## src/rtl/psu_ram.sv

```systemverilog
// Generic single-write, single-read RAM with registered read data.
module psu_ram #(
	parameter int WIDTH = 8,
	parameter int DEPTH = 256
) (
	input  logic                     clk,
	input  logic                     we,
	input  logic [$clog2(DEPTH)-1:0] waddr,
	input  logic [WIDTH-1:0]         wdata,
	input  logic                     re,
	input  logic [$clog2(DEPTH)-1:0] raddr,
	output logic [WIDTH-1:0]         rdata
);

	logic [WIDTH-1:0] mem [DEPTH];

	always_ff @(posedge clk) begin
		if (we) begin
			mem[waddr] <= wdata;
		end
		if (re) begin
			rdata <= mem[raddr];
		end
	end

endmodule

```

## config.mk

```make
export PLATFORM = sky130hd
export DESIGN_NAME = psu_ram
export DESIGN_NICKNAME = d
export VERILOG_FILES = /design/src/rtl/psu_ram.sv
export SDC_FILE = /design/constraint.sdc
export NUM_CORES = 2
export LEC_CHECK = 0
export ABC_AREA = 1
export BUFFER_PORTS_ARGS = -buffer_cell sky130_fd_sc_hd__clkbuf_2
export CAP_MARGIN = 20
export CORE_AREA = 2 2 434 436
export DETAILED_ROUTE_END_ITERATION = 10
export DIE_AREA = 0 0 436 438
export HOLD_SLACK_MARGIN = 0.03
export SLEW_MARGIN = 20
export SYNTH_ARGS = -nofsm -noshare
export SYNTH_HDL_FRONTEND = slang
export SYNTH_SLANG_ARGS = --single-unit
```

## constraint.sdc

```tcl
create_clock -name clk -period 4.9 [get_ports clk]
set_input_delay 0.98 -clock clk [delete_from_list [all_inputs] [get_ports clk]]
set_output_delay 0.98 -clock clk [all_outputs]
set_load 0.005 [all_outputs]
```

# Yosys cells after proc, flatten, opt, wreduce, memory -nomap -nowiden
# Memory sizes are Yosys's and may differ from the RTL's. A register that Yosys moved wholly into a read port is not among the register bits.
# Cells that the tools add are included.
[word_totals] ff_bits=0 ramBits=2048 inputBits=27 output_inout_bits=8 word_cells=3 memories=1
[memory_table] name="mem" depth=256 width=8 rd=1 rd_ports_with_merged_regs=1 wr=1 line_no="15" source="logic [WIDTH-1:0] mem [DEPTH];"
[op_classes] n_mux=2
[ops] cell="two-way mux 1 bit" n=2

# Depth between registers and ports, before layout
[depth] depth_word=2 mapped_depth=15 depth_no_buf=11

# Worst setup path after synthesis
# No wires, ideal clock.
[synth_path] kind="input to register" from="input port we" to="memory mem[162][0], enable pin" setup_time_ns=0.370 t_arrival_ns=2.101 path_slack_ns=2.429 path_stages=4 n_path_buf=2 cell_sequence="clkbuf_1 nand3_1 clkbuf_1 nor2_1"
[synth_between] elab_chain_cells=2
[synth_rtl] element="start, declared" line_no="7" source="input logic we,"
[synth_rtl] element="two-way mux 1 bit" line_no="18" source="if (we) begin"
[synth_rtl] element="two-way mux 1 bit (not written as such)" line_no="19" source="mem[waddr] <= wdata;"
[synth_rtl] element="end, declared" line_no="15"
# Every way passes these cells.

==> metrics.md <==
| Metric | Value |
|---|---|
| Status | `complete, no violations` |
| P_leak | `31.73 nW` |
| # IOs | `35` |
| Max-Cap Viols | `0` |
| Grt ovf | `0` |
| First-pass GRT wire length | `349.9 mm` |
| CP max FO | `145` |
| Setup TNS | `0 ns` |
| Sequential fraction of the synthesis area | `73.96%` |
| Fmax | `0.3055 GHz` |
| TritonCTS clock tree | `done` |
| DR pass1 iterations | `5` |
| Clock power frac | `41.5%` |
| Buffers and inverters on the worst path | `3` |
| Syn Area/Cell | `11.92 sq um` |
| Starting DRT DRC Count | `6783` |
| Setup crit end | `rdata[4]$_DFFE_PP_` |
| Worst R2R Setup Slack | `2.63 ns` |
| Sw Share | `22.60%` |
| Seq pwr share | `52.4%` |
| Post-synth top area share | `73.96%` |
| Fill count | `16410` |
| RSZ-0062 raised after global routing | `false` |
| Effective utilization at floorplan | `44.73%` |
| Post-CTS setup buffer count | `0` |
| Via count | `54530` |
| Area of the multi-input gates | `19170 sq um` |
| Crit start category | `input pin` |
| Die W | `436 um` |
| Final setup fails | `0` |
| Hold_buf cts | `0` |
| Final hold vios | `0` |
| Crit share post-route | `66.80%` |
| Clk Latency, worst-skew pair | `0.84 ns` |
| Tmin final | `3.273 ns` |
| # resized after CTS | `0` |
| Cell depth of the worst setup path | `13` |
| Yosys reg bits | `2056` |
| CP startpoint | `raddr[0]` |
| Synth top area cells | `edfxtp_1, nand3_1, nand2_1, buf_2, nor2_1` |
| Data arrival time at the worst-slack endpoint | `3.99 ns` |
| Internal power | `0.02869 W` |
| Die area | `191000 sq um` |
| Logic pwr share | `6.1%` |
| Library cells used by synthesis | `13` |
| Post-Syn Instances | `7003` |
| WL per Instance | `24.92 um` |
| Gr usage total | `24.54%` |
| Worst slew margin | `14.83%` |
| Reg2Reg Depth | `10` |
| Post-route cell area | `92450 sq um` |
| Post-DRT Antenna Nets | `0` |
| Layout net count | `6917` |
| Worst Skew | `0.02935 ns` |
| Overall power | `0.03706 W` |
| Worst hold path type | `input pin to flip-flop` |
| Peak per-stage delay on the critical path | `0.54 ns` |
| Maximum VDD drop | `0.3976 mV` |
| Final Util | `49.54%` |
| Biggest area consumer among synthesized cells | `edfxtp_1` |
| Warnings from Yosys | `0` |
| Worst-path cell chain | `buf_8 -> inv_16 -> buf_12 -> nand2_1 -> nand3_1 -> nand3_1 -> nand3_1 -> nand3_1 -> nand3_1 -> nand3_1 -> nand2_1 -> nand2_1 -> nand2_1` |
| H-tree depth | `4` |
| CTS Root Cell | `clkbuf_16` |
| Cell mode on critical path | `nand3_1` |
| Cell Area, Placed | `85950 sq um` |
| Post-detail-place hpwl | `135.6 mm` |
| CORE AREA | `186600 sq um` |
| Worst-Margin Slew | `1.278 ns` |
| Fraction of layout instances using a drive strength above 1 | `6.417%` |
| CP Class | `input pin to flip-flop` |
| Cell Pwr Density | `400.9 nW/um^2` |
| # rows | `159` |
| CTS Buf Count | `207` |
| Post-Synthesis Cell Area | `83480 sq um` |
| Largest net degree at the start of global routing | `157` |
| Die Y | `438 um` |
| CTS Buffer Depth | `3` |
| WP data required | `5.62 ns` |
| Reg area | `61740 sq um` |
| Slowest cell on the critical path | `buf_12` |
| Initial antenna violation count | `12` |
| R2r endpoint | `rdata[3]$_DFFE_PP_` |
| Worst r2r src | `mem[235][3]$_DFFE_PP_` |
| Worst-path clk slew | `0.06 ns` |
| Delay-heaviest family, CP | `simple AND/OR/NAND/NOR gates` |
| Vias per inst | `5.701` |
| Clk sinks | `2056` |
| Final Slew Violations | `0` |
| Syn nets | `7030` |
| Vias in the first global route | `51820` |
| WL final | `238.3 mm` |
| Crit end category | `flip-flop` |
| RePlAce Congestion | `0.8853` |
| Switching pwr | `0.008376 W` |
| IO buf count | `34` |
| Drt drc | `0` |
| Layout area overhead | `10.75%` |
Yosys cell counts:
cell,n
buf_6,16
inv_4,1
buf_2,268
buf_1,40
edfxtp_1,2056
inv_1,36
nand2_1,2123
nand3_1,2019
inv_2,2
clkbuf_1,112
buf_8,1
nor2_1,283
buf_4,46
sequential cells by signal, summed over array words and instances, names as in the netlist:
signal	cells
mem	2048
rdata	8
layout make-up:
class,instances,area share [%]
Timing Repair Buffer,161,1.883
Clock inverter,114,1.056
Tap cell,2495,3.377
Multi-Input combinational cell,4425,20.73
Antenna cell,10,0.02707
Inverter,39,0.1949
Sequential cell,2056,66.78
Clock buffer,264,5.949
worst min path at each step:
stage,from,endpoint,cells past startpoint
6_report,wdata[4],mem[123][4]$_DFFE_PP_,1
3_3_place_gp,mem[158][1]$_DFFE_PP_,rdata[1]$_DFFE_PP_,10
2_1_floorplan,mem[40][0]$_DFFE_PP_,rdata[0]$_DFFE_PP_,10
3_5_place_dp,mem[156][4]$_DFFE_PP_,rdata[4]$_DFFE_PP_,10
5_1_grt,wdata[4],mem[116][4]$_DFFE_PP_,1
4_1_cts,wdata[4],mem[123][4]$_DFFE_PP_,1
power groups by stage:
| stage | logic (W) | clock network (W) | registers [W] |
|---|---|---|---|
| floorplan | 0.00120 | 0 | 0.0198 |
| global placement | 0.00222 | 0 | 0.0198 |
| detailed placement | 0.00223 | 0 | 0.0198 |
| CTS | 0.00223 | 0.0155 | 0.0194 |
| global route | 0.00242 | 0.0162 | 0.0194 |
| finish | 0.00225 | 0.0154 | 0.0194 |
worst reg2reg max path, stage by stage, from the launching register on:
cell and delay (ns):
edfxtp_1 0.36, nand2_1 0.07, nand3_1 0.10, nand3_1 0.10
nand3_1 0.15, nand3_1 0.21, nand3_1 0.41, nand3_1 0.36
nand2_1 0.10, nand2_1 0.10, nand2_1 0.06
per-stage QoR:
step                hold slack, ns  instances  setup slack, ns
detailed placement           1.032       9176           0.8143
floorplan                   0.9109       7003            2.429
global route                0.5730       9558            1.555
CTS                         0.5443       9554            1.699
finish                      0.5935       9564            1.627
global placement             1.048       9175           0.8177
cells by family (layout without fill, tap and decap cells):
| kind of cell | Yosys count | count (layout) | share of synthesized area (%) |
|---|---|---|---|
| flip-flops | 2056 | 2056 | 73.96 |
| AND/OR/NAND/NOR | 4425 | 4425 | 22.92 |
| other | 0 | 10 | 0 |
| buffers and inverters | 522 | 578 | 3.116 |
per-layer routing:
| metal | GRT usage [%] | routed length, um |
|---|---|---|
| met2 | 38.67 | 111400 |
| met5 | 0 | 29 |
| met1 | 34.09 | 98690 |
| met4 | 9.209 | 8533 |
| met3 | 4.513 | 19710 |
layout by cell type (no fill, tap or decap), types with 2 or more instances in the layout:
master,instances
nand2_1,2110
edfxtp_1,2056
nand3_1,2019
nor2_1,283
clkbuf_16,212
buf_4,87
clkinv_1,52
clkbuf_1,52
buf_12,40
inv_1,34
clkinv_2,34
clkbuf_2,21
bufinv_16,17
nand2_2,13
buf_8,11
diode_2,10
inv_6,7
clkinvlp_4,3
inv_8,2
(Power assumes the default switching activity.)
