File: config.mk
export PLATFORM = sky130hd
export DESIGN_NAME = psu_ctrl
export DESIGN_NICKNAME = d
export VERILOG_FILES = /design/src/rtl/psu_pkg.sv /design/src/rtl/psu_ctrl.sv
export SDC_FILE = /design/constraint.sdc
export NUM_CORES = 1
export LEC_CHECK = 0
export ABC_CLOCK_PERIOD_IN_PS = 1910
export BUFFER_PORTS_ARGS = -buffer_cell sky130_fd_sc_hd__buf_2
export CELL_PAD_IN_SITES_DETAIL_PLACEMENT = 0
export CELL_PAD_IN_SITES_GLOBAL_PLACEMENT = 2
export CORE_MARGIN = 2
export CORE_UTILIZATION = 30
export CTS_CLUSTER_DIAMETER = 30
export DETAILED_ROUTE_END_ITERATION = 6
export GPL_TIMING_DRIVEN = 0
export PLACE_DENSITY = 0.83
export SLEW_MARGIN = 20
export SYNTH_ARGS = -nofsm -noshare
export SYNTH_HDL_FRONTEND = slang
export SYNTH_SLANG_ARGS = --single-unit
File: constraint.sdc
create_clock -name clk -period 1.91 [get_ports clk]
set_clock_uncertainty 0.05 [all_clocks]
set_input_delay 0.191 -clock clk [delete_from_list [all_inputs] [get_ports clk]]
set_output_delay 0.191 -clock clk [all_outputs]
set_load 0.02 [all_outputs]
File: src/rtl/psu_pkg.sv
// Shared constants, types and helper functions of the PNG scanline unfilter block.
package psu_pkg;

	localparam int MAX_LINE_BYTES = 8192;
	localparam int POS_W  = $clog2(MAX_LINE_BYTES + 1);
	localparam int ADDR_W = $clog2(MAX_LINE_BYTES);
	localparam int BPP_W  = 4;

	localparam logic [2:0] FILT_NONE  = 3'd0;
	localparam logic [2:0] FILT_SUB   = 3'd1;
	localparam logic [2:0] FILT_UP    = 3'd2;
	localparam logic [2:0] FILT_AVG   = 3'd3;
	localparam logic [2:0] FILT_PAETH = 3'd4;

	localparam logic [1:0] STAT_OK       = 2'd0;
	localparam logic [1:0] STAT_BAD_FILT = 2'd1;
	localparam logic [1:0] STAT_OVERLONG = 2'd2;

	// One accepted item as it sits in the input register.
	typedef struct packed {
		logic              is_filter;
		logic [7:0]        data;
		logic              last;
		logic [2:0]        kind;
		logic              bad;
		logic              in_store;
		logic              use_b;
		logic [ADDR_W-1:0] addr;
	} psu_item_t;

	// History tap for the configured pixel distance; 0 acts as 1 and 9..15 as 8.
	function automatic logic [2:0] bpp_tap(input logic [BPP_W-1:0] bpp);
		logic [2:0] tap;
		if (bpp == '0) begin
			tap = 3'd0;
		end else if (bpp > BPP_W'(8)) begin
			tap = 3'd7;
		end else begin
			tap = 3'(bpp - BPP_W'(1));
		end
		return tap;
	endfunction

	// Paeth predictor on left (a), above (b) and upper-left (c).
	function automatic logic [7:0] paeth(input logic [7:0] a, input logic [7:0] b,
		input logic [7:0] c);
		logic signed [9:0] da;
		logic signed [9:0] db;
		logic signed [9:0] dc;
		logic [9:0] pa;
		logic [9:0] pb;
		logic [9:0] pc;
		logic [7:0] res;
		da = $signed({2'b00, b}) - $signed({2'b00, c});
		db = $signed({2'b00, a}) - $signed({2'b00, c});
		dc = $signed({2'b00, a}) + $signed({2'b00, b}) - $signed({1'b0, c, 1'b0});
		pa = (da < 0) ? $unsigned(-da) : $unsigned(da);
		pb = (db < 0) ? $unsigned(-db) : $unsigned(db);
		pc = (dc < 0) ? $unsigned(-dc) : $unsigned(dc);
		if (pa <= pb && pa <= pc) begin
			res = a;
		end else if (pb <= pc) begin
			res = b;
		end else begin
			res = c;
		end
		return res;
	endfunction

endpackage

File: src/rtl/psu_ctrl.sv
// Input side: line framing state, line store read issue and the input register.
module psu_ctrl (
	input  logic                      clk,
	input  logic                      arst_n,
	input  logic                      in_valid,
	output logic                      in_ready,
	input  logic [7:0]                in_data,
	input  logic                      in_last,
	input  logic                      in_pass_start,
	input  logic                      advance,
	output logic                      item_valid_s1,
	output psu_pkg::psu_item_t        item_s1,
	output logic                      rd_en,
	output logic [psu_pkg::ADDR_W-1:0] rd_addr
);

	logic                      expect_q;
	logic                      prior_valid_q;
	logic [2:0]                kind_q;
	logic                      bad_q;
	logic [psu_pkg::POS_W-1:0] pos_q;
	logic                      accept;
	logic                      in_store;
	logic                      is_bad;

	assign in_ready = !item_valid_s1 || advance;
	assign accept   = in_valid && in_ready;
	assign in_store = pos_q < psu_pkg::POS_W'(psu_pkg::MAX_LINE_BYTES);
	assign is_bad   = in_data > {5'b0, psu_pkg::FILT_PAETH};
	assign rd_en    = accept && !expect_q && in_store;
	assign rd_addr  = pos_q[psu_pkg::ADDR_W-1:0];

	always_ff @(posedge clk or negedge arst_n) begin
		if (!arst_n) begin
			expect_q      <= 1'b1;
			prior_valid_q <= 1'b0;
			kind_q        <= psu_pkg::FILT_NONE;
			bad_q         <= 1'b0;
			pos_q         <= '0;
			item_valid_s1 <= 1'b0;
		end else begin
			if (accept) begin
				item_valid_s1 <= 1'b1;
			end else if (advance) begin
				item_valid_s1 <= 1'b0;
			end
			if (accept) begin
				if (expect_q) begin
					if (in_pass_start) begin
						prior_valid_q <= 1'b0;
					end
					bad_q    <= is_bad;
					kind_q   <= is_bad ? psu_pkg::FILT_NONE : in_data[2:0];
					pos_q    <= '0;
					expect_q <= in_last;
				end else if (in_last) begin
					expect_q      <= 1'b1;
					prior_valid_q <= 1'b1;
					pos_q         <= '0;
				end else if (in_store) begin
					pos_q <= pos_q + psu_pkg::POS_W'(1);
				end
			end
		end
	end

	// Payload of the input register needs no reset.
	always_ff @(posedge clk) begin
		if (accept) begin
			item_s1.is_filter <= expect_q;
			item_s1.data      <= in_data;
			item_s1.last      <= in_last;
			item_s1.kind      <= kind_q;
			item_s1.bad       <= bad_q;
			item_s1.in_store  <= in_store;
			item_s1.use_b     <= in_store && prior_valid_q;
			item_s1.addr      <= pos_q[psu_pkg::ADDR_W-1:0];
		end
	end

endmodule

Yosys cells after proc, flatten, opt, wreduce, memory -nomap -nowiden

Index checks and enable logic that the tools add are counted.
W data, S select, Z words.

Add/subtract/negate cells: 1
Magnitude comparators: 2
Equal/unequal tests: 1
Muxes and demuxes: 11
Reduce and logical (&&, ||, !) cells: 13

Operators with widths:

| kind                    | number |
|---|---|
| $mux W14                | 3 |
| $add A14 B1 Y14 const B | 1 |
| $lt A14 B14 Y1 const B  | 1 |
| $gt A8 B3 Y1 const B    | 1 |
| $mux W1                 | 7 |
| $logic_and A1 B1 Y1     | 4 |
| $reduce_and A2 Y1       | 2 |
| $reduce_bool A2 Y1      | 2 |
| $mux W3                 | 1 |
| $reduce_and A3 Y1       | 1 |
| $reduce_bool A3 Y1      | 1 |
| $logic_not A1 Y1        | 2 |
| $ne A2 B2 Y1 const B    | 1 |
| $logic_or A1 B1 Y1      | 1 |

Register bits: 50
Input bits: 14
Output and inout port bits: 45
Word-level logic and storage cells: 42

Longest topological paths before layout

Gate-level depths: netlist (run 1).

Depth after elaboration: 5
Mapped depth: 6
Mapped depth without buffers: 5

Least setup slack after synthesis (run 1)

No wires, ideal clock.

Kind: reg-to-reg
Start: register item_valid_s1
End: register pos_q[0] (netlist bit)
Library setup time: 0.125 ns
Data arrival time: 1.883 ns
Required time: 1.735 ns
Slack: -0.147 ns
Stages on the path, launching flop included: 7
Path buffers: 1
Clock period less this slack: 2.057 ns
Cells stage by stage: dfrtp_1 -> nand2b_1 -> buf_4 -> nand2_1 -> inv_1 -> nand2_1 -> mux2_2

Cells in the longest elaborated chain, start to end: 4

Ends and longest elaborated chain:

| item                               | line           | source |
|---|---|---|
| from (decl)                        | psu_ctrl.sv:11 | `output logic item_valid_s1,` |
| from (signal assigned)             | psu_ctrl.sv:40 | `item_valid_s1 <= 1'b0;` |
| from (signal assigned)             | psu_ctrl.sv:43 | `item_valid_s1 <= 1'b1;` |
| from (signal assigned)             | psu_ctrl.sv:45 | `item_valid_s1 <= 1'b0;` |
| $logic_not A1 Y1                   | psu_ctrl.sv:26 | `assign in_ready = !item_valid_s1 \|\| advance;` |
| $logic_or A1 B1 Y1                 | psu_ctrl.sv:26 |  |
| named net in_ready                 | psu_ctrl.sv:6  | `output logic in_ready,` |
| $logic_and A1 B1 Y1                | psu_ctrl.sv:27 | `assign accept = in_valid && in_ready;` |
| named net accept                   | psu_ctrl.sv:22 | `logic accept;` |
| $reduce_and A2 Y1 (no source line) | n/a            |  |
| to (signal assigned)               | psu_ctrl.sv:61 | `pos_q <= pos_q + psu_pkg::POS_W'(1);` |
| to (decl)                          | psu_ctrl.sv:21 | `logic [psu_pkg::POS_W-1:0] pos_q;` |

The timed path passes the listed nets, and every way through them passes these cells.
A chain may end at the register's enable or synchronous reset.

Worst setup path after layout (run 1)

Start: register expect_q
End: register pos_q[9] (netlist bit)

Cells in the longest elaborated chain, start to end: 2
Elaborated cells on any way between the ends: 3
Those cells by class: mux: 1; reduce/logical: 2

Ends and longest elaborated chain:

| item                                | line           | source |
|---|---|---|
| from (decl)                         | psu_ctrl.sv:17 | `logic expect_q;` |
| from (signal assigned)              | psu_ctrl.sv:55 | `expect_q <= in_last;` |
| $reduce_bool A3 Y1 (no source line) | n/a            |  |
| $reduce_and A2 Y1 (no source line)  | n/a            |  |

Parallel ways exist; a longest one is shown, timed or not.

==> metrics.yaml, run 1 <==
power:
  p_total_mw: 2.20
  cellPowerDensity_nw_per_um2: 853
  leakage_nw: 1.10
  vdd_ir_drop_max_mv: 0.282
synth:
  yosysWarnings: 0
  ys_dominant_reg_cell: "edfxtp_1"
  postSynth.asyncResetShare_pct: 42.0
  synth.yosys.seq_area_share_pct: 68.0
  syn_nets: 169
  avgSynthCellArea_um2: 13.3
  synthDominantCellAreaShare_pct: 42.4
  cell_count_after_synthesis: 154
  netlist.top_cell.by_area: "edfxtp_1"
  yosysUniqueCellTypes: 33
  number_of_enable_type_register_cells_in_the_synthesized_netlist: 29
  ys_seq_elements: 50
  synth.area.top_cells: "edfxtp_1, dfrtp_1, buf_4, or4_1, a21oi_1"
  syn_area_um2: 2060
floorplan:
  floorplan.io_pins: 59
  fp-row-count: 30
  die_height_um: 86.8
  floorplan.die_area_um2: 7530
  die_x_um: 86.8
  design.core.area_um2: 6720
  start_util_pct: 30.6
clock_tree:
  insertion_delay_ps: 300
  cts-root-buf: "clkbuf_8"
  cts-htree-levels: 2
  cts_setup_buffers: 0
  worst_setup_hold_path_clk_slew_ps: 90
  cts_made_buffers: 5
  cts_max_path_buffers: 2
  cts_tree: "built"
  tritoncts_num_sinks: 50
timing:
  period_needed_ps: 1750
  final.period_utilization_pct: 91.6
  max-slew-margin-rel_pct: 67.1
  finalSetupViolCount: 0
  timing_worst_slew_pin_value_ps: 493
  rsz0062_at_grt: "no"
  final_report_max_slew_violation_count: 0
  finalHoldViolations: 0
  max_clock_freq_mhz: 572
  post-route-worst-setup-slack_ps: 161
  totalNegativeSetupSlack_ps: 0
  fin_hold_ws_ps: 18.0
worst_setup_path:
  end_kind: "flip-flop"
  cp_slowest_cell: "dfstp_2"
  worst-endpoint-required_ps: 2100
  path_depth: 4
  worst_r2r_path_depth: 4
  timing.critical_path.slowest_cell_delay_ps: 610
  setup.worst_path.class: "reg -> reg"
  worstSetupStartpointType: "flip-flop"
  critical_path_peak_fanout: 9
  cpLargestDelayFamily: "simple AND/OR/NAND/NOR gates"
  worstSetupStartpoint: "expect_q"
  crit_buf_inv: 0
  crit_path_cell_trace: "or3b_2 -> nand2_1 -> or4_1 -> a21oi_1"
  crit_reg_reg_startpoint: "expect_q"
  cp.arrival_ps: 1940
status:
  outcome: "completed"
cells_and_area:
  mostFrequentLayoutCell: "buf_2"
  finish.instance_area_um2: 2580
  flow.area_growth_from_synthesis_pct: 25.7
  drive_above_1_share_pct: 41.9
  final_cells: 302
  multi_input_comb_area_um2: 524
  antenna-diode-count: 0
  sequential_cell_area_um2: 1400
  final_nets: 236
  final_util_pct: 38.5
  final.fill_count: 663
  layout_common_cells: "buf_2, edfxtp_1, dfrtp_1"
global_route:
  grt_util_all_layers_pct: 11.4
  global_route.overflow_total: 0
  via_count_of_the_first_global_routing_pass: 1296
  grt_max_degree: 22
  grt_first_pass_wirelength_um: 6520
  initial_antenna_violation_count: 0
flow_run:
  drv.max_cap_violation_count: 0
routing:
  wl_per_cell_um: 13.8
  detailedRoute.firstPassIterationCount: 4
  wl_um: 4170
  detail_route.vias_per_cell: 4.75
  number_of_remaining_drc_errors: 0
  detail_route.iter0.violations: 30
  via_count: 1433
  route.antenna.remaining_nets: 0
worst_hold_path:
  worst_hold_startpoint: "in_data[4]"
  holdPathStages: 1
  hold_path.class: "in -> reg"
placement:
  total_placed_cells_including_tap_cells: 292
  dp.final_hpwl_um: 2780
  port-buffer-count: 58
  placement.cell_area_um2: 2450
  preCtsSetupSlack_ps: -134
  gp_congestion: 0.744
-- synth_stat cells (all sizes together) (2+ instances only) --
library cell,instances
edfxtp,29
dfrtp,20
buf,15
nand2,12
a21oi,9
or4,8
nand3,6
o31ai,6
inv,5
nor2,5
o21ai,5
and3,4
nand4,3
nor3,3
o2bb2ai,3
or3,3
clkbuf,2
mux2,2
nand2b,2
o21a,2
-- cell type report --
cell class | count | share of cell area [%]
Timing Repair Buffer | 59 | 11.6
Clock buffer | 5 | 2.66
Multi-Input combinational cell | 82 | 20.3
Sequential cell | 50 | 54.1
Inverter | 5 | 0.872
Tap cell | 80 | 3.87
Timing Repair inverter | 1 | 0.291
Clock inverter | 3 | 1.69
Buffer | 17 | 4.60
-- where the power goes --
group	switching, mW	total, mW	internal [mW]
logic	0.140	0.216	0.0758
registers	0.0255	1.23	1.20
clock network	0.367	0.760	0.393
-- sequential cells by signal, summed over array words and instances (netlist names) --
signal         cells
expect_q           1
bad_q              1
item_valid_s1      1
item_s1           29
pos_q             14
kind_q             3
prior_valid_q      1
-- final timing paths --
kind                          endpoint  slack (ps)
max in group asynchronous     expect_q        1140
setup / recovery              pos_q[9]         160
setup reg to reg              pos_q[9]         160
hold / removal             item_s1[24]          20
min in group asynchronous     pos_q[1]         310
hold reg to reg            item_s1[18]         400
-- routing by layer --
metal  track usage (%)  up-vias  share of wire, %
li1                  -      695                 -
met1              14.8      682                45
met2              17.6       45                47
met3              3.33       11               5.0
met4              5.40        0               2.9
met5                 0        -                 0
-- cell families (layout without fill, tap and decap cells) --
family	Yosys count	after routing	share of synthesized area, %
buf+inv	22	90	6.63
compound gates	28	28	8.70
simple gates	50	50	14.5
mux	2	2	1.10
fa+ha+maj	1	1	0.609
xor+xnor	1	1	0.426
flops	50	50	68.0
-- timing repair --
| action | in CTS | in global routing |
|---|---|---|
| gates cloned | 1 | 0 |
| hold buffers | 1 | 0 |
| gates resized for setup | 1 | 3 |
| setup endpoints to repair | 34 | 2 |
| endpoints found under the hold margin | 20 | 0 |
Power figures use the tool's default switching activity.
==> run 2, diff against run 1 <==
CORE_ASPECT_RATIO = 2   (was unset)
==> metrics.yaml, run 2 (same netlist as run 1, synthesis figures left out) <==
status:
  outcome: "completed"
worst_setup_path:
  end_kind: "flip-flop"
  worst-endpoint-required_ps: 2070
  cp_slowest_cell: "dfstp_2"
  setup.worst_path.class: "reg -> reg"
  timing.critical_path.slowest_cell_delay_ps: 600
  cp.arrival_ps: 1920
  critical_path_peak_fanout: 10
  crit_buf_inv: 0
  cpLargestDelayFamily: "simple AND/OR/NAND/NOR gates"
  worstSetupStartpointType: "flip-flop"
  crit_path_cell_trace: "or3b_2 -> nand3_4 -> or4_1 -> a21oi_1"
floorplan:
  design.core.area_um2: 6620
  floorplan.io_pins: 59
  die_height_um: 121
  floorplan.die_area_um2: 7570
  fp-row-count: 42
  die_x_um: 62.5
  start_util_pct: 31.0
power:
  cellPowerDensity_nw_per_um2: 921
  leakage_nw: 1.12
  p_total_mw: 2.43
  vdd_ir_drop_max_mv: 0.331
timing:
  rsz0062_at_grt: "no"
  post-route-worst-setup-slack_ps: 157
  max-slew-margin-rel_pct: 66.9
  timing_worst_slew_pin_value_ps: 497
  period_needed_ps: 1750
  final_report_max_slew_violation_count: 0
  final.period_utilization_pct: 91.8
  finalSetupViolCount: 0
  fin_hold_ws_ps: 36.2
  finalHoldViolations: 0
  max_clock_freq_mhz: 570
routing:
  detail_route.iter0.violations: 27
  detailedRoute.firstPassIterationCount: 6
  via_count: 1441
  route.antenna.remaining_nets: 0
  wl_per_cell_um: 13.5
  number_of_remaining_drc_errors: 0
  wl_um: 4180
  detail_route.vias_per_cell: 4.65
clock_tree:
  cts_made_buffers: 5
  cts_max_path_buffers: 2
  tritoncts_num_sinks: 50
  insertion_delay_ps: 290
  worst_setup_hold_path_clk_slew_ps: 60
  cts-htree-levels: 2
  cts_tree: "built"
  cts-root-buf: "clkbuf_16"
global_route:
  initial_antenna_violation_count: 0
  global_route.overflow_total: 0
  grt_util_all_layers_pct: 12.3
  via_count_of_the_first_global_routing_pass: 1454
  grt_max_degree: 22
  grt_first_pass_wirelength_um: 7070
cells_and_area:
  final_nets: 236
  max_flop_register: "item_s1"
  drive_above_1_share_pct: 41.4
  layout_common_cells: "buf_2, edfxtp_1, dfrtp_1"
  reg_top3: "item_s1: 29 flops, pos_q: 14 flops, kind_q: 3 flops"
  largest_reg_flops: 29
  mostFrequentLayoutCell: "buf_2"
  antenna-diode-count: 0
  flow.area_growth_from_synthesis_pct: 28.6
  final_util_pct: 39.9
placement:
  dp.final_hpwl_um: 2960
  port-buffer-count: 58
  preCtsSetupSlack_ps: -118
  gp_congestion: 0.743
flow_run:
  drv.max_cap_violation_count: 0
worst_hold_path:
  hold_path.class: "in -> reg"
## run 2: layer usage
metal  GRT usage (%)  up-vias  wire, um
met5               0        -         0
li1                -      694         -
met2            22.6       39      2330
met1            12.5      701      1540
met4            7.08        0       120
met3            2.78        7       195
## run 2: metrics by stage
stage	std cells	setup TNS [ps]	cell area (um2)
6_report	310	0	2640
5_1_grt	310	0	2640
4_1_cts	310	0	2640
3_5_place_dp	300	-2130	2460
3_3_place_gp	300	-1260	2460
2_1_floorplan	154	0	2060
## run 2: timing repair
| action | in CTS | in global routing |
|---|---|---|
| gates resized for setup | 1 | 2 |
| hold buffers | 1 | 0 |
| hold endpoints to repair | 20 | 0 |
| buffers inserted | 0 | 0 |
| setup endpoints to repair | 34 | 1 |
| gates cloned | 1 | 0 |
## run 2: worst register-to-register path, stage by stage, from the launching register on
cell	delay, ps
dfstp_2	600
or3b_2	210
nand3_4	150
or4_1	500
a21oi_1	160
## run 2: worst paths after layout
check	startpoint	end	slack [ps]	depth (start not counted)
worst max-delay path	expect_q	pos_q[10]	160	4
worst min-delay path	in_data[3]	item_s1[23]	40	1
worst max register to register	expect_q	pos_q[10]	160	4
worst min register to register	bad_q	item_s1[15]	400	0
max in group asynchronous	arst_n	expect_q	1090	2
min in group asynchronous	arst_n	bad_q	350	2
## run 2: power breakdown
| group | internal, mW | switching, mW | leakage, nW |
|---|---|---|---|
| clock network | 0.613 | 0.377 | 0.0836 |
| logic | 0.0755 | 0.140 | 0.482 |
| registers | 1.20 | 0.0242 | 0.556 |
| total | 1.89 | 0.542 | 1.12 |
## run 2: area by class of cell
class | count | area (um2)
multi-input cells | 82 | 522
clock buffers | 5 | 125
well taps | 88 | 110
clock inverters | 3 | 40.0
repair inverters | 1 | 7.51
repair buffers | 59 | 300
inverters | 5 | 22.5
plain buffers | 17 | 119
fillers | 667 | 3980
flip-flops and latches | 50 | 1400
==> run 3, diff against run 2 <==
==> constraint.sdc (replaced) <==
create_clock -name clk -period 1.91 [get_ports clk]
set_clock_uncertainty 0.05 [all_clocks]
set_input_delay 0.2865 -clock clk [delete_from_list [all_inputs] [get_ports clk]]
set_output_delay 0.2865 -clock clk [all_outputs]
set_load 0.02 [all_outputs]
==> metrics.yaml, run 3 (same netlist as run 1, synthesis figures left out) <==
status:
  outcome: "completed"
global_route:
  grt_max_degree: 22
  initial_antenna_violation_count: 0
  grt_util_all_layers_pct: 12.3
  grt_first_pass_wirelength_um: 7070
  global_route.overflow_total: 0
  via_count_of_the_first_global_routing_pass: 1454
routing:
  route.antenna.remaining_nets: 0
  detailedRoute.firstPassIterationCount: 4
  wl_per_cell_um: 13.6
  detailroute.wirelength.met3_um: 217
  routed.top_layer: "met4"
  via_count: 1442
  met1_length_um: 1540
  detail_route.vias_per_cell: 4.65
  detail_route.iter0.violations: 23
  wl_um: 4200
  met2RoutedLength_um: 2320
  number_of_remaining_drc_errors: 0
worst_setup_path:
  worst_r2r_path_depth: 4
  worst-endpoint-required_ps: 2080
  worstSetupStartpointType: "flip-flop"
  r2r_end: "pos_q[10]"
  reg2reg_setup_slack_ps: 150
  crit_path_cell_trace: "or3b_2 -> nand3_4 -> or4_1 -> a21oi_1"
  cp.arrival_ps: 1930
  crit_buf_inv: 0
  critical_path_peak_fanout: 10
  cpLargestDelayFamily: "simple AND/OR/NAND/NOR gates"
  timing.critical_path.slowest_cell_delay_ps: 600
  setup.worst_path.class: "reg -> reg"
  crit_reg_reg_startpoint: "expect_q"
  cp_slowest_cell: "dfstp_2"
  end_kind: "flip-flop"
cells_and_area:
  layout_common_cells: "buf_2, edfxtp_1, dfrtp_1"
  final_nets: 236
  final_cells: 310
  largest_reg_flops: 29
  drive_above_1_share_pct: 41.9
  antenna-diode-count: 0
  flow.area_growth_from_synthesis_pct: 28.7
  mostFrequentLayoutCell: "buf_2"
  finish.instance_area_um2: 2650
  max_flop_register: "item_s1"
  reg_top3: "item_s1: 29 flops, pos_q: 14 flops, kind_q: 3 flops"
worst_hold_path:
  holdPathStages: 1
  worst_hold_startpoint: "in_data[3]"
  min_to: "item_s1[23]"
  hold_path.class: "in -> reg"
clock_tree:
  cts_setup_buffers: 0
  cts_max_path_buffers: 2
  tritoncts_num_sinks: 50
  insertion_delay_ps: 290
  cts-htree-levels: 2
  cts_tree: "built"
  worst_setup_hold_path_clk_slew_ps: 60
  cts-root-buf: "clkbuf_16"
  cts_made_buffers: 5
placement:
  port-buffer-count: 58
  total_placed_cells_including_tap_cells: 300
  gp_congestion: 0.743
  dp.final_hpwl_um: 2960
  placement.cell_area_um2: 2460
floorplan:
  die_x_um: 62.5
  fp-row-count: 42
  design.core.area_um2: 6620
  die_height_um: 121
  start_util_pct: 31.0
  floorplan.io_pins: 59
  floorplan.die_area_um2: 7570
timing:
  final.period_utilization_pct: 92.1
  finalHoldViolations: 0
  rsz0062_at_grt: "no"
  timing_worst_slew_pin_value_ps: 497
  max_clock_freq_mhz: 568
  max-slew-margin-rel_pct: 66.9
  period_needed_ps: 1760
  final_report_max_slew_violation_count: 0
  finalSetupViolCount: 0
power:
  vdd_ir_drop_max_mv: 0.331
  leakage_nw: 1.12
  cellPowerDensity_nw_per_um2: 921
  p_total_mw: 2.44
flow_run:
  drv.max_cap_violation_count: 0
run 3: report_power, final:
part           total (mW)  switching, mW  internal [mW]  leakage, nW
clock               0.991          0.379          0.613       0.0836
combinational       0.217          0.141         0.0759        0.482
sequential           1.23         0.0244           1.20        0.556
run 3: metrics by stage:
step	utilization, %	setup TNS (ps)	hold WS [ps]	worst slack [ps]
2_1_floorplan	-	0	-59.1	120
3_3_place_gp	37.2	-4510	237	-180
3_5_place_dp	37.2	-5370	233	-213
4_1_cts	39.9	0	123	46.3
5_1_grt	40.0	0	133	33.3
6_report	40.0	0	130	150
run 3: area by class of cell:
class                           count  area (um2)
Clock inverter                      3        40.0
Multi-Input combinational cell     82         524
Buffer                             17         119
Inverter                            5        22.5
Clock buffer                        5         125
Timing Repair Buffer               59         300
Sequential cell                    50        1400
Fill cell                         667        3980
Tap cell                           88         110
Timing Repair inverter              1        7.51
run 3: worst register-to-register path: cells and delay by family (launching register included):
kind               cells  cell delay, ps
AOI/OAI and AO/OA      1             160
DFF                    1             600
and+or+nand+nor        3             870
run 3: repair_timing:
action	CTS	global route
resized for setup	1	3
hold buffers	1	0
gates cloned	1	0
pin swaps	0	0
hold endpoints to repair	20	0
endpoints found under the setup margin	34	2
run 3: how the worst max path moves through the flow:
stage	start	end	slack, ps	depth (start not counted)
floorplan	item_valid_s1	pos_q[2]	120	6
global placement	advance	pos_q[2]	-180	7
detailed placement	advance	pos_q[2]	-210	7
CTS	item_valid_s1	rd_en	50	5
global route	item_valid_s1	rd_en	30	5
finish	expect_q	pos_q[10]	150	4
run 3: metal layers:
metal	global-route usage [%]	vias up
li1	-	694
met1	12.5	694
met2	22.6	47
met3	2.78	7
met4	7.08	0
met5	0	-
