==> src/rtl/psu_pkg.sv <==
// Shared constants, types and helper functions of the PNG scanline unfilter block.
package psu_pkg;

	localparam int MAX_LINE_BYTES = 8192;
	localparam int POS_W  = $clog2(MAX_LINE_BYTES + 1);
	localparam int ADDR_W = $clog2(MAX_LINE_BYTES);
	localparam int BPP_W  = 4;

	localparam logic [2:0] FILT_NONE  = 3'd0;
	localparam logic [2:0] FILT_SUB   = 3'd1;
	localparam logic [2:0] FILT_UP    = 3'd2;
	localparam logic [2:0] FILT_AVG   = 3'd3;
	localparam logic [2:0] FILT_PAETH = 3'd4;

	localparam logic [1:0] STAT_OK       = 2'd0;
	localparam logic [1:0] STAT_BAD_FILT = 2'd1;
	localparam logic [1:0] STAT_OVERLONG = 2'd2;

	// One accepted item as it sits in the input register.
	typedef struct packed {
		logic              is_filter;
		logic [7:0]        data;
		logic              last;
		logic [2:0]        kind;
		logic              bad;
		logic              in_store;
		logic              use_b;
		logic [ADDR_W-1:0] addr;
	} psu_item_t;

	// History tap for the configured pixel distance; 0 acts as 1 and 9..15 as 8.
	function automatic logic [2:0] bpp_tap(input logic [BPP_W-1:0] bpp);
		logic [2:0] tap;
		if (bpp == '0) begin
			tap = 3'd0;
		end else if (bpp > BPP_W'(8)) begin
			tap = 3'd7;
		end else begin
			tap = 3'(bpp - BPP_W'(1));
		end
		return tap;
	endfunction

	// Paeth predictor on left (a), above (b) and upper-left (c).
	function automatic logic [7:0] paeth(input logic [7:0] a, input logic [7:0] b,
		input logic [7:0] c);
		logic signed [9:0] da;
		logic signed [9:0] db;
		logic signed [9:0] dc;
		logic [9:0] pa;
		logic [9:0] pb;
		logic [9:0] pc;
		logic [7:0] res;
		da = $signed({2'b00, b}) - $signed({2'b00, c});
		db = $signed({2'b00, a}) - $signed({2'b00, c});
		dc = $signed({2'b00, a}) + $signed({2'b00, b}) - $signed({1'b0, c, 1'b0});
		pa = (da < 0) ? $unsigned(-da) : $unsigned(da);
		pb = (db < 0) ? $unsigned(-db) : $unsigned(db);
		pc = (dc < 0) ? $unsigned(-dc) : $unsigned(dc);
		if (pa <= pb && pa <= pc) begin
			res = a;
		end else if (pb <= pc) begin
			res = b;
		end else begin
			res = c;
		end
		return res;
	endfunction

endpackage

==> src/rtl/psu_recon.sv <==
// Reconstruction datapath: neighbor histories, predictors and the result register.
module psu_recon (
	input  logic                       clk,
	input  logic                       arst_n,
	input  logic [psu_pkg::BPP_W-1:0]  bpp,
	input  logic                       item_valid_s1,
	input  psu_pkg::psu_item_t         item_s1,
	input  logic [7:0]                 above_byte,
	output logic                       advance,
	output logic                       wr_en,
	output logic [psu_pkg::ADDR_W-1:0] wr_addr,
	output logic [7:0]                 wr_data,
	output logic                       out_valid,
	input  logic                       out_ready,
	output logic [7:0]                 pixel_q,
	output logic                       last_q,
	output logic [1:0]                 status_q
);

	logic [7:0] left_q [8];
	logic [7:0] upleft_q [8];
	logic [2:0] tap;
	logic [7:0] a;
	logic [7:0] b;
	logic [7:0] c;
	logic [8:0] sum_ab;
	logic [7:0] pred;
	logic [7:0] val;
	logic [1:0] status;
	logic       take;

	assign advance = !out_valid || out_ready;
	assign take    = advance && item_valid_s1;
	assign tap     = psu_pkg::bpp_tap(bpp);
	assign a       = left_q[tap];
	assign c       = upleft_q[tap];
	assign b       = item_s1.use_b ? above_byte : 8'd0;
	assign sum_ab  = {1'b0, a} + {1'b0, b};

	always_comb begin
		case (item_s1.kind)
			psu_pkg::FILT_SUB:   pred = a;
			psu_pkg::FILT_UP:    pred = b;
			psu_pkg::FILT_AVG:   pred = sum_ab[8:1];
			psu_pkg::FILT_PAETH: pred = psu_pkg::paeth(a, b, c);
			default:             pred = 8'd0;
		endcase
		if (item_s1.bad) begin
			pred = 8'd0;
		end
		val = item_s1.data + pred;
		if (!item_s1.in_store) begin
			status = psu_pkg::STAT_OVERLONG;
		end else if (item_s1.bad) begin
			status = psu_pkg::STAT_BAD_FILT;
		end else begin
			status = psu_pkg::STAT_OK;
		end
	end

	assign wr_en   = take && !item_s1.is_filter && item_s1.in_store;
	assign wr_addr = item_s1.addr;
	assign wr_data = val;

	always_ff @(posedge clk or negedge arst_n) begin
		if (!arst_n) begin
			out_valid <= 1'b0;
			for (int i = 0; i < 8; i++) begin
				left_q[i]   <= 8'd0;
				upleft_q[i] <= 8'd0;
			end
		end else begin
			if (advance) begin
				out_valid <= item_valid_s1 && !item_s1.is_filter;
			end
			if (take) begin
				if (item_s1.is_filter) begin
					for (int i = 0; i < 8; i++) begin
						left_q[i]   <= 8'd0;
						upleft_q[i] <= 8'd0;
					end
				end else begin
					for (int i = 7; i > 0; i--) begin
						left_q[i]   <= left_q[i-1];
						upleft_q[i] <= upleft_q[i-1];
					end
					left_q[0]   <= val;
					upleft_q[0] <= b;
				end
			end
		end
	end

	always_ff @(posedge clk) begin
		if (take && !item_s1.is_filter) begin
			pixel_q  <= val;
			last_q   <= item_s1.last;
			status_q <= status;
		end
	end

endmodule

==> config.mk <==
export PLATFORM = sky130hd
export DESIGN_NAME = psu_recon
export DESIGN_NICKNAME = d
export VERILOG_FILES = /design/src/rtl/psu_pkg.sv /design/src/rtl/psu_recon.sv
export SDC_FILE = /design/constraint.sdc
export NUM_CORES = 1
export LEC_CHECK = 0
export ABC_AREA = 1
export BUFFER_PORTS_ARGS = -buffer_cell sky130_fd_sc_hd__buf_2
export CORE_MARGIN = 5
export CORE_UTILIZATION = 50
export DETAILED_ROUTE_END_ITERATION = 7
export PLACE_DENSITY = 0.68
export SLEW_MARGIN = 30
export SYNTH_ARGS = -nofsm -noshare
export SYNTH_HDL_FRONTEND = slang
export SYNTH_SLANG_ARGS = --single-unit
==> constraint.sdc <==
create_clock -name clk -period 14.5 [get_ports clk]
set_input_delay 2.9 -clock clk [delete_from_list [all_inputs] [get_ports clk]]
set_output_delay 2.9 -clock clk [all_outputs]
set_load 0.01 [all_outputs]
## Word level (Yosys, flattened, before mapping)

Cells that the tools add are included.

- Bits in registers: 140
- Latch bits: 0
- Bits in writable memories: 0
- Memory bits (read-only): 0
- Word-level logic and storage cells: 71
- Memories: 0

- $add $sub $neg: 10
- $mul: 0
- Divide/modulo/power cells: 0
- $lt $le $gt $ge: 8
- Equal/unequal tests: 4
- Shifts and indexed selects: 0
- Multiplexer cells: 19
- Bitwise operators: 1
- Reductions and logical operators: 9

Operators by type and width:

| kind | count |
|---|---|
| $mux 64 | 2 |
| $mux 8 | 8 |
| $bmux 8 s3 | 2 |
| $pmux 8 s4 | 1 |
| $le 10x10->1 | 3 |
| $mux 10 | 3 |
| $neg 9->10 | 2 |
| $add 8x8->9 | 2 |
| $lt 9x1->1 const B | 2 |
| $sub 8x8->9 | 2 |
| $lt 10x1->1 const B | 1 |
| $neg 10->10 | 1 |
| $sub 9x9->10 | 1 |
| $add 8x8->8 | 1 |
| $eq 3x2->1 const B | 2 |
| $mux 3 | 2 |
| $logic_and 1x1->1 | 5 |
| $ge 4x4->1 const B | 1 |
| $gt 4x4->1 const B | 1 |
| $logic_not 4->1 | 1 |
| $not 3->4 | 1 |
| $eq 3x1->1 const B | 1 |
| $eq 3x3->1 const B | 1 |
| $sub 3x1->3 const B | 1 |
| 3 further kinds | 4 |

## Longest topological paths before layout

Gate-level depths: netlist of run 1.

- Depth after elaboration: 18
- Depth in mapped cells: 51

## Worst setup path before layout of run 1

OpenSTA, ideal clock, no wires.

- Kind: input -> output
- From: in bpp[0] in the netlist's numbering
- To: out wr_data[7]
- Arrival: 9.569 ns
- Data required time: 11.600 ns
- Setup slack: 2.031 ns
- Stages: 50
- Buffers on the path: 4
- Path through: inv_1 -> ha_1 -> nand2_1 -> nand2_1 -> a21oi_2 -> buf_2 -> buf_2 -> o21ai_0 -> o21ai_0 -> inv_1 -> o21ai_0 -> inv_1 -> fa_1 -> inv_1 -> ha_1 -> buf_6 -> nand2_1 -> nand2_1 -> [... 14 more ...] -> nand2_1 -> buf_4 -> inv_2 -> nand2_1 -> o211ai_1 -> a21oi_1 -> ha_1 -> nand3_1 -> nand2_1 -> a21oi_1 -> o21bai_1 -> a21oi_1 -> o21bai_1 -> xor2_1 -> inv_1 -> nand3_1 -> nand2_1 -> inv_1

- Word-level cells in the longest chain between the ends: 17
- Elaborated cells between the ends (all ways): 35
- Classes of those cells: add/sub (10); order compare (7); mux (15); bitwise (1); reduce/logical (2)

RTL lines:

| item | RTL line | source |
|---|---|---|
| from (decl) | psu_recon.sv:5 | `input logic [psu_pkg::BPP_W-1:0] bpp,` |
| $gt 4x4->1 or $sub 3x1->3 (tied branches) | psu_pkg.sv:36, psu_pkg.sv:39 |  |
| $mux 3 | psu_pkg.sv:36 | `end else if (bpp > BPP_W'(8)) begin` |
| $mux 3 (*) | psu_pkg.sv:34 | `if (bpp == '0) begin` |
| $not 3->4 (not written as such) (*) | psu_recon.sv:35, psu_recon.sv:36 |  |
| $bmux 8 s3 | psu_recon.sv:35 | `assign a = left_q[tap];` |
| $mux 8 (not written as such) (2 in a row) | psu_recon.sv:35 |  |
| $add 8x8->9 | psu_pkg.sv:56, psu_recon.sv:38 |  |
| $sub 9x9->10 | psu_pkg.sv:56 | `dc = $signed({2'b00, a}) + $signed({2'b00, b}) - $signed({1'b0, c, 1'b0});` |
| $neg 10->10 or $lt 10x1->1 (tied branches) | psu_pkg.sv:59 | `pc = (dc < 0) ? $unsigned(-dc) : $unsigned(dc);` |
| $mux 10 | psu_pkg.sv:59 |  |
| $le 10x10->1 (on tied branches) | psu_pkg.sv:62, psu_pkg.sv:60 |  |
| $mux 8 or $logic_and 1x1->1 (tied branches) | psu_pkg.sv:62, psu_pkg.sv:60 |  |
| $mux 8 | psu_pkg.sv:60 | `if (pa <= pb && pa <= pc) begin` |
| $pmux 8 s4 (*) | psu_recon.sv:41 | `case (item_s1.kind)` |
| $mux 8 (*) | psu_recon.sv:48 | `if (item_s1.bad) begin` |
| $add 8x8->8 (*) | psu_recon.sv:51 | `val = item_s1.data + pred;` |
| to (decl) | psu_recon.sv:12 | `output logic [7:0] wr_data,` |

Mark *: on every way between the ends. The rest lies on a longest branch, timed or not. The select of a mux whose other input is x is not followed.

## Worst setup path after layout of run 1

Ends and elaborated chain as after synthesis.

==> flow_summary.ini, run 1 <==
[timing]
max_slew_margin = 0.379
fmax_mhz = 73.4
hold-worst-slack_ns = 0.486
timing.clock.skew_ns = 0.0141
fin_setup_tns_ns = 0
post-route-worst-setup-slack_ns = 0.885
final.period_utilization = 0.939
hold_violations = 0
slew_violations = 0
timing.final.setup_violations = 0
period_needed_ns = 13.62
tightestPinTransition_ns = 0.932
rsz_0062_raised_after_global_routing = false

[clock_network]
numClockSinks = 140
cts-resized-gates = 0
ctsRootBufferMaster = sky130_fd_sc_hd__clkbuf_16
clock_tree.buffer_depth = 2
worst_setup_hold_path_clk_slew_ns = 0.06
clock_tree_from_tritoncts = built
worstSkewPairLatency_ns = 0.42
cts_buffers = 17
cts.htree.levels = 4
holdBufCountCts = 0
post-cts-setup-buffer-count = 0

[yosys]
synth_edf_count = 11
synth.avg_cell_area_um2 = 7.71
post_synth_instance_area_um2 = 9820
synth.yosys.warnings = 0
yosys.area.top_type_share = 0.329
ys_ff_latch = 140
synth.yosys.seq_area_share = 0.362
ys_async_rst_share = 0.921
ys_dominant_reg_cell = sky130_fd_sc_hd__dfrtp_1
synth.area.top_cells = sky130_fd_sc_hd__dfrtp_1 33%, sky130_fd_sc_hd__inv_1 9.9%, sky130_fd_sc_hd__ha_1 8.9%
yosys.area.top_type = sky130_fd_sc_hd__dfrtp_1
count_leader_synth = sky130_fd_sc_hd__inv_1
postSynthCellCount = 1273
yosysUniqueCellTypes = 52
synth_common_cells = 259 x sky130_fd_sc_hd__inv_1, 197 x sky130_fd_sc_hd__nand2_1, 129 x sky130_fd_sc_hd__dfrtp_1, 110 x sky130_fd_sc_hd__o22ai_1, 101 x sky130_fd_sc_hd__o21ai_0

[pwr]
combinationalPowerShare = 0.493
power.switching_mw = 0.702
p_int_mw = 0.955
share_seq_of_total_power = 0.257
ir_worst_vdd_uv = 90.3
power_leakage_nw = 5.35
power_density_nw_per_um2 = 153
share_clk_of_total_power = 0.250
power.total_mw = 1.66
power.share.switching = 0.424

[critical_path]
cp_top_family = simple AND/OR/NAND/NOR gates
timing_worst_setup_path_type = input port to primary output
required_time_of_the_critical_path_ns = 11.60
rrSetupSlack_ns = 7.43
cp_max_fo = 52
crit_path_end = wr_data[7]
worstPathBufferInverterCount = 11
r2r-end = left_q[63]
master_of_the_slowest_instance_on_the_critical_path = sky130_fd_sc_hd__fa_1
cp_data_arrival_time_ns = 10.72
cpPeakStageDelay_ns = 0.56
setup_crit_start = bpp[0]
start_kind = input port
ff2ff_path_depth = 40
cp_num_cells = 46
worst_setup_path_end_kind = primary output
worst_r2r_startpoint = left_q[57]

[routing]
ant_nets = 0
wl_cell_um = 15.4
route.detailed.drc = 0
first_iter_violations = 688
finalWirelength_um = 24300
detailed_route_vias_per_instance = 5.32
firstDrtPassIters = 5
vias = 8398

[hold_path]
hp-class = register to register
worst_hold_path.num_cells = 2

[grt]
grt_start_max_net_pins = 86
initial_antenna_violation_count = 0
gr-total-overflow = 0
grt_first_pass_wirelength_um = 40300
globalRouteTotalUtil = 0.221
grt_pass1_vias = 8087

[flow_run]
cap_violations = 0

[run_status]
result_of_the_run = complete, no violations

[floorplanning]
floorplan.core_area_um2 = 19400
count_of_boundary_i_o_pins = 80
start_util = 0.506
dieArea_um2 = 22500
rows = 51
die_w_um = 150
die_h_um = 150

[finish]
layout-drive-gt1-share = 0.107
seq_area_um2 = 3560
antennaDiodeCount = 0
nFillCells = 1789
fin_area_um2 = 10800
num-nets-final = 1429
multi_input_area_um2 = 4960
synthToLayoutAreaGrowth_pct = 10.3

[place]
place_area_um2 = 10300
placement.setup.worst_slack_ns = 0.910
finalWeightedCongestion = 0.896
number_of_i_o_port_buffers = 53
detailed_place_hpwl_um = 17700
-- how the worst min path moves through the flow --
stage	start	end	slack (ns)
2_1_floorplan	left_q[63]	left_q[63]	0.45
3_3_place_gp	left_q[7]	left_q[7]	0.47
3_5_place_dp	upleft_q[0]	upleft_q[0]	0.48
4_1_cts	upleft_q[0]	upleft_q[0]	0.49
5_1_grt	left_q[5]	left_q[5]	0.50
6_report	upleft_q[6]	upleft_q[6]	0.49
-- state kept, by name (all words and copies together) (netlist names) --
| name | cells |
|---|---|
| out_valid | 1 |
| last_q | 1 |
| upleft_q | 64 |
| status_q | 2 |
| left_q | 64 |
| pixel_q | 8 |
-- cells in the final DEF (no fill, tap or decap), types with 4 or more instances in the layout --
| cell type | netlist | routed |
|---|---|---|
| sky130_fd_sc_hd__ha_1 | 70 | 70 |
| sky130_fd_sc_hd__nand2_1 | 197 | 197 |
| sky130_fd_sc_hd__o211ai_1 | 32 | 32 |
| sky130_fd_sc_hd__inv_6 | 0 | 4 |
| sky130_fd_sc_hd__clkbuf_16 | 0 | 17 |
| sky130_fd_sc_hd__buf_2 | 10 | 52 |
| sky130_fd_sc_hd__nand2_2 | 8 | 8 |
| sky130_fd_sc_hd__o22ai_1 | 110 | 110 |
| sky130_fd_sc_hd__o21ai_1 | 12 | 12 |
| sky130_fd_sc_hd__conb_1 | 2 | 4 |
| sky130_fd_sc_hd__edfxtp_1 | 11 | 11 |
| sky130_fd_sc_hd__o21bai_1 | 4 | 4 |
| sky130_fd_sc_hd__a31oi_1 | 4 | 4 |
| sky130_fd_sc_hd__nand3_2 | 4 | 4 |
| sky130_fd_sc_hd__nand3_1 | 39 | 39 |
| sky130_fd_sc_hd__o21ai_0 | 101 | 101 |
| sky130_fd_sc_hd__a21oi_1 | 51 | 51 |
| sky130_fd_sc_hd__xor2_1 | 22 | 22 |
| sky130_fd_sc_hd__fa_1 | 11 | 11 |
| sky130_fd_sc_hd__a21oi_2 | 5 | 4 |
| sky130_fd_sc_hd__a221oi_1 | 4 | 4 |
| sky130_fd_sc_hd__xnor2_1 | 7 | 7 |
| sky130_fd_sc_hd__nor2_1 | 68 | 68 |
| sky130_fd_sc_hd__nor3_1 | 9 | 9 |
| sky130_fd_sc_hd__o31ai_1 | 4 | 4 |
| sky130_fd_sc_hd__inv_2 | 5 | 5 |
| sky130_fd_sc_hd__inv_1 | 259 | 258 |
| sky130_fd_sc_hd__nand4_1 | 12 | 12 |
| sky130_fd_sc_hd__clkinvlp_4 | 0 | 4 |
| sky130_fd_sc_hd__buf_4 | 14 | 21 |
| sky130_fd_sc_hd__dfrtp_1 | 129 | 129 |
-- power by group through the flow --
stage	Combinational [mW]	Sequential (mW)	Clock, mW
after detailed placement	0.811	0.432	0
after global routing	0.932	0.427	0.440
after floorplan	0.637	0.432	0
final	0.817	0.425	0.414
after CTS	0.816	0.425	0.420
after global placement	0.795	0.431	0
-- cell families (layout without fill, tap and decap cells) --
logic type	count (synthesis)	in the layout	share of synthesized area
simple gates	349	349	0.153
compound gates	343	343	0.212
buf+inv	329	369	0.134
other cells	2	4	0.000765
flops	140	140	0.362
fa+ha+maj	81	81	0.112
xor+xnor	29	29	0.0259
-- per-layer routing --
| metal | part of all wire | wire [um] | vias to the layer above | global-route usage |
|---|---|---|---|---|
| met3 | 0.044 | 1060 | 29 | 0.0343 |
| met5 | 0 | 0 | - | 0 |
| met2 | 0.46 | 11200 | 179 | 0.358 |
| li1 | - | - | 4281 | - |
| met4 | 0.019 | 458 | 0 | 0.0549 |
| met1 | 0.48 | 11500 | 3909 | 0.314 |
-- worst min-delay path, delay by kind of cell, from the launching register on --
kind,cells,cell delay (ns)
DFF,1,0.35
AOI/OAI and AO/OA,1,0.06
and+or+nand+nor,1,0.05
-- metrics by stage --
stage	utilization	instances
global placement	0.529	1549
detailed placement	0.529	1549
global route	0.558	1580
finish	0.558	1580
floorplan	-	1275
CTS	0.558	1580
-- area by class of cell --
type / instances / area share
inverter: 265 / 0.0921
timing repair buffer: 73 / 0.0386
sequential: 140 / 0.329
multi-input combinational: 806 / 0.458
clock inverter: 11 / 0.0101
clock buffer: 20 / 0.0422
tap: 265 / 0.0306
Power figures use the tool's default switching activity.
==> run 2: changes to the inputs <==
--- a/config.mk
+++ b/config.mk
@@ -7,6 +7,7 @@
 export LEC_CHECK = 0
 export ABC_AREA = 1
 export BUFFER_PORTS_ARGS = -buffer_cell sky130_fd_sc_hd__buf_2
+export CORE_ASPECT_RATIO = 0.6
 export CORE_MARGIN = 5
 export CORE_UTILIZATION = 50
 export DETAILED_ROUTE_END_ITERATION = 7
==> run 2 against run 1 <==
Final area rose by 1.1%. Register-to-register slack better by 0.05 ns. Global-route usage is 2.0 points higher. Critical endpoint unchanged.
==> flow_summary.ini, run 2 (same netlist as run 1, synthesis figures left out) <==
[place]
detailed_place_hpwl_um = 19600
place_area_um2 = 10300
finalWeightedCongestion = 0.945
number_of_i_o_port_buffers = 53

[floorplanning]
count_of_boundary_i_o_pins = 80
start_util = 0.512
die_h_um = 119
die_w_um = 191
rows = 39
floorplan.core_area_um2 = 19200
dieArea_um2 = 22600

[pwr]
p_int_mw = 1.02
power_leakage_nw = 5.43
power_density_nw_per_um2 = 160
power.share.switching = 0.420
power.switching_mw = 0.737
share_seq_of_total_power = 0.243
share_clk_of_total_power = 0.266
ir_worst_vdd_uv = 113
combinationalPowerShare = 0.491

[routing]
route.detailed.drc = 0
detailed_route_vias_per_instance = 5.49
ant_nets = 0
firstDrtPassIters = 5
wl_cell_um = 16.8
first_iter_violations = 892
vias = 8713
finalWirelength_um = 26600

[finish]
num-nets-final = 1433
layout-drive-gt1-share = 0.109
nFillCells = 1784
antennaDiodeCount = 0
layout_common_cells = 258 x sky130_fd_sc_hd__inv_1, 197 x sky130_fd_sc_hd__nand2_1, 129 x sky130_fd_sc_hd__dfrtp_1
layout_top_registers = left_q x64, upleft_q x64, pixel_q x8
fin_area_um2 = 10900
most_frequent_standard_cell_in_the_layout_excluding_fill_and_tap_cells = sky130_fd_sc_hd__inv_1
synthToLayoutAreaGrowth_pct = 11.4

[clock_network]
clock_tree_from_tritoncts = built
numClockSinks = 140
cts_buffers = 17
ctsRootBufferMaster = sky130_fd_sc_hd__clkbuf_16
worst_setup_hold_path_clk_slew_ns = 0.06
holdBufCountCts = 0
clock_tree.buffer_depth = 2
worstSkewPairLatency_ns = 0.42
cts-resized-gates = 0
cts.htree.levels = 4
post-cts-setup-buffer-count = 0

[critical_path]
cp_max_fo = 88
master_of_the_slowest_instance_on_the_critical_path = sky130_fd_sc_hd__fa_1
cpMostUsedCell = sky130_fd_sc_hd__nand2_1
r2r-end = left_q[62]
worst_setup_path_end_kind = primary output
ff2ff_path_depth = 38
required_time_of_the_critical_path_ns = 11.60
timing_worst_setup_path_type = input port to primary output
start_kind = input port
worst_r2r_startpoint = left_q[57]
cpPeakStageDelay_ns = 0.47
rrSetupSlack_ns = 7.48
worstPathBufferInverterCount = 11
cp_top_family = compound AO/OA/AOI/OAI gates
cp_data_arrival_time_ns = 10.58

[hold_path]
min-delay-start = upleft_q[7]
worst_hold_path.num_cells = 2
endpoint_with_the_worst_hold_slack = upleft_q[7]
hp-class = register to register

[timing]
period_needed_ns = 13.48
fin_setup_tns_ns = 0
tightestPinTransition_ns = 0.924
timing.final.setup_violations = 0
max_slew_margin = 0.379
hold-worst-slack_ns = 0.486
timing.clock.skew_ns = 0.00766
final.period_utilization = 0.930
fmax_mhz = 74.2
slew_violations = 0
rsz_0062_raised_after_global_routing = false
hold_violations = 0

[run_status]
result_of_the_run = complete, no violations

[grt]
gr-total-overflow = 0
globalRouteTotalUtil = 0.241
initial_antenna_violation_count = 0
grt_pass1_vias = 8269
grt_first_pass_wirelength_um = 43900
grt_start_max_net_pins = 107

[flow_run]
cap_violations = 0
run 2: cell count changes in the layout (fill, tap and decap cells not counted), sizes merged:
cell | before | now
clkinv | 4 | 11
buf | 73 | 77
bufinv | 1 | 5
clkinvlp | 4 | 0
inv | 267 | 263
clkbuf | 20 | 18
run 2: worst max path at each step:
stage	startpoint	to	slack, ns	cells past startpoint
floorplan	bpp[0]	wr_data[7]	2.03	50
global placement	bpp[0]	wr_data[7]	1.39	47
detailed placement	bpp[0]	wr_data[7]	1.14	47
CTS	bpp[0]	wr_data[7]	1.10	47
global route	bpp[0]	wr_data[7]	0.37	46
finish	bpp[0]	wr_data[7]	1.02	47
run 2: per-stage QoR:
| stage | power (mW) | utilization | std cells | setup slack (ns) |
|---|---|---|---|---|
| after floorplan | 1.07 | - | 1275 | 2.03 |
| after global placement | 1.25 | 0.538 | 1554 | 1.39 |
| after detailed placement | 1.27 | 0.538 | 1554 | 1.14 |
| after CTS | 1.74 | 0.571 | 1586 | 1.10 |
| after global routing | 1.89 | 0.571 | 1586 | 0.367 |
| final | 1.75 | 0.571 | 1586 | 1.02 |
run 2: final cells by class:
class,count,area [um^2],share of cell area
Clock buffer,18,429,0.0392
Clock inverter,14,200,0.0183
Inverter,265,997,0.0911
Multi-Input combinational cell,806,4960,0.453
Sequential cell,140,3560,0.325
Tap cell,266,333,0.0304
Timing Repair Buffer,77,468,0.0428
run 2: worst min-delay path, cell delays in order (launching register included):
cell                      delay [ns]
sky130_fd_sc_hd__dfrtp_1        0.34
sky130_fd_sc_hd__nand2_1        0.05
sky130_fd_sc_hd__o21ai_0        0.06
run 2: metal layers:
metal,track usage,part of all wire
met5,0,0
met4,0.0386,0.0045
met3,0.0737,0.10
met2,0.307,0.37
met1,0.399,0.52
run 2: power by group through the flow:
stage | sequential [mW] | combinational [mW] | clock [mW]
after floorplan | 0.432 | 0.637 | 0
after CTS | 0.425 | 0.843 | 0.474
after global routing | 0.428 | 0.972 | 0.492
final | 0.425 | 0.862 | 0.467
after detailed placement | 0.432 | 0.837 | 0
after global placement | 0.432 | 0.816 | 0
==> run 3: changes to the inputs <==
--- a/config.mk
+++ b/config.mk
@@ -7,11 +7,11 @@
 export LEC_CHECK = 0
 export ABC_AREA = 1
 export BUFFER_PORTS_ARGS = -buffer_cell sky130_fd_sc_hd__buf_2
-export CORE_ASPECT_RATIO = 0.6
+export CORE_ASPECT_RATIO = 1.4
 export CORE_MARGIN = 5
-export CORE_UTILIZATION = 50
+export CORE_UTILIZATION = 55
 export DETAILED_ROUTE_END_ITERATION = 7
-export PLACE_DENSITY = 0.68
+export PLACE_DENSITY = 0.74
 export SLEW_MARGIN = 30
 export SYNTH_ARGS = -nofsm -noshare
 export SYNTH_HDL_FRONTEND = slang
==> run 3 against run 2 <==
Utilization increased by 4.7 points. Count of clock-buffer cells in the layout unchanged. Register-to-register slack got worse by 0.10 ns.
==> flow_summary.ini, run 3 (same netlist as run 1, synthesis figures left out) <==
[routing]
vias = 8588
route.detailed.drc = 0
ant_nets = 0
first_iter_violations = 629
finalWirelength_um = 25400
detailed_route_vias_per_instance = 5.55
wl_cell_um = 16.5
firstDrtPassIters = 5

[critical_path]
cpMostUsedCell = sky130_fd_sc_hd__inv_1
master_of_the_slowest_instance_on_the_critical_path = sky130_fd_sc_hd__o21ai_0
rrSetupSlack_ns = 7.38
cpPeakStageDelay_ns = 0.59
cp_data_arrival_time_ns = 10.78
timing_worst_setup_path_type = input port to primary output
cp_max_fo = 34
required_time_of_the_critical_path_ns = 11.60
worst_setup_path_end_kind = primary output
start_kind = input port

[floorplanning]
die_h_um = 168
count_of_boundary_i_o_pins = 80
start_util = 0.562
rows = 57
die_w_um = 123
floorplan.core_area_um2 = 17500
dieArea_um2 = 20700

[timing]
fin_setup_tns_ns = 0
timing.clock.skew_ns = 0.0114
final.period_utilization = 0.943
tightestPinTransition_ns = 0.948
slew_violations = 0
hold_violations = 0
hold-worst-slack_ns = 0.487
rsz_0062_raised_after_global_routing = false
fmax_mhz = 73.1
max_slew_margin = 0.363
timing.final.setup_violations = 0
period_needed_ns = 13.68
post-route-worst-setup-slack_ns = 0.822

[place]
number_of_i_o_port_buffers = 53
placement.setup.worst_slack_ns = 0.938
place_area_um2 = 10200
detailed_place_hpwl_um = 18800
finalWeightedCongestion = 0.937
placed_cells_incl_taps = 1514

[pwr]
power.total_mw = 1.69
combinationalPowerShare = 0.493
power_density_nw_per_um2 = 157
power_leakage_nw = 5.35
share_clk_of_total_power = 0.255
power.switching_mw = 0.726
p_int_mw = 0.964
share_seq_of_total_power = 0.252
ir_worst_vdd_uv = 161
power.share.switching = 0.429

[finish]
synthToLayoutAreaGrowth_pct = 9.95
most_frequent_standard_cell_in_the_layout_excluding_fill_and_tap_cells = sky130_fd_sc_hd__inv_1
layout-drive-gt1-share = 0.105
layout_top_registers = left_q x64, upleft_q x64, pixel_q x8
num-nets-final = 1423
layout_common_cells = 258 x sky130_fd_sc_hd__inv_1, 197 x sky130_fd_sc_hd__nand2_1, 129 x sky130_fd_sc_hd__dfrtp_1
stdcell_count = 1546
fin_area_um2 = 10800
nFillCells = 1615
post-route-util = 0.618
antennaDiodeCount = 0

[grt]
grt_start_max_net_pins = 103
globalRouteTotalUtil = 0.253
initial_antenna_violation_count = 0
gr-total-overflow = 0
grt_pass1_vias = 8387
grt_first_pass_wirelength_um = 41500

[clock_network]
cts-resized-gates = 0
cts.htree.levels = 4
clock_tree.buffer_depth = 2
holdBufCountCts = 0
clock_tree_from_tritoncts = built
ctsRootBufferMaster = sky130_fd_sc_hd__clkbuf_16
numClockSinks = 140
cts_buffers = 17
post-cts-setup-buffer-count = 0
worst_setup_hold_path_clk_slew_ns = 0.06
worstSkewPairLatency_ns = 0.42

[hold_path]
hp-class = register to register

[run_status]
result_of_the_run = complete, no violations

[flow_run]
cap_violations = 0
## run 3: worst max-delay path, delay by kind of cell
family / cells / cell delay, ns
buf+inv: 11 / 1.43
xor+xnor: 3 / 0.61
simple gates: 12 / 1.43
fa+ha+maj: 5 / 1.69
compound gates: 14 / 2.72
## run 3: final timing paths
check                               endpoint  depth (start not counted)        from
worst max-delay path              wr_data[7]                         45      bpp[0]
worst min-delay path              left_q[63]                          2  left_q[63]
worst max register to register    pixel_q[7]                         37  left_q[44]
worst min register to register    left_q[63]                          2  left_q[63]
max in group asynchronous       upleft_q[17]                          2      arst_n
min in group asynchronous          out_valid                          1      arst_n
## run 3: metal layers
layer / track usage / share of wire / vias up
met5: 0 / 0 / -
met4: 0.138 / 0.053 / 0
met3: 0.0285 / 0.038 / 81
met2: 0.446 / 0.51 / 235
met1: 0.295 / 0.39 / 4013
li1: - / - / 4259
## run 3: power by group through the flow
stage          Sequential (mW)  Clock [mW]  Combinational (mW)
5_1_grt                  0.427       0.454               0.947
3_3_place_gp             0.432           0               0.810
3_5_place_dp             0.432           0               0.827
4_1_cts                  0.425       0.437               0.832
2_1_floorplan            0.432           0               0.637
6_report                 0.425       0.431               0.834
## run 3: area by class of cell
class	count	area, um^2	area share
clock buffer	18	429	0.0398
clock inverter	14	159	0.0147
inverter	265	997	0.0924
multi-input combinational	806	4960	0.460
sequential	140	3560	0.330
tap	236	295	0.0274
timing repair buffer	67	393	0.0364
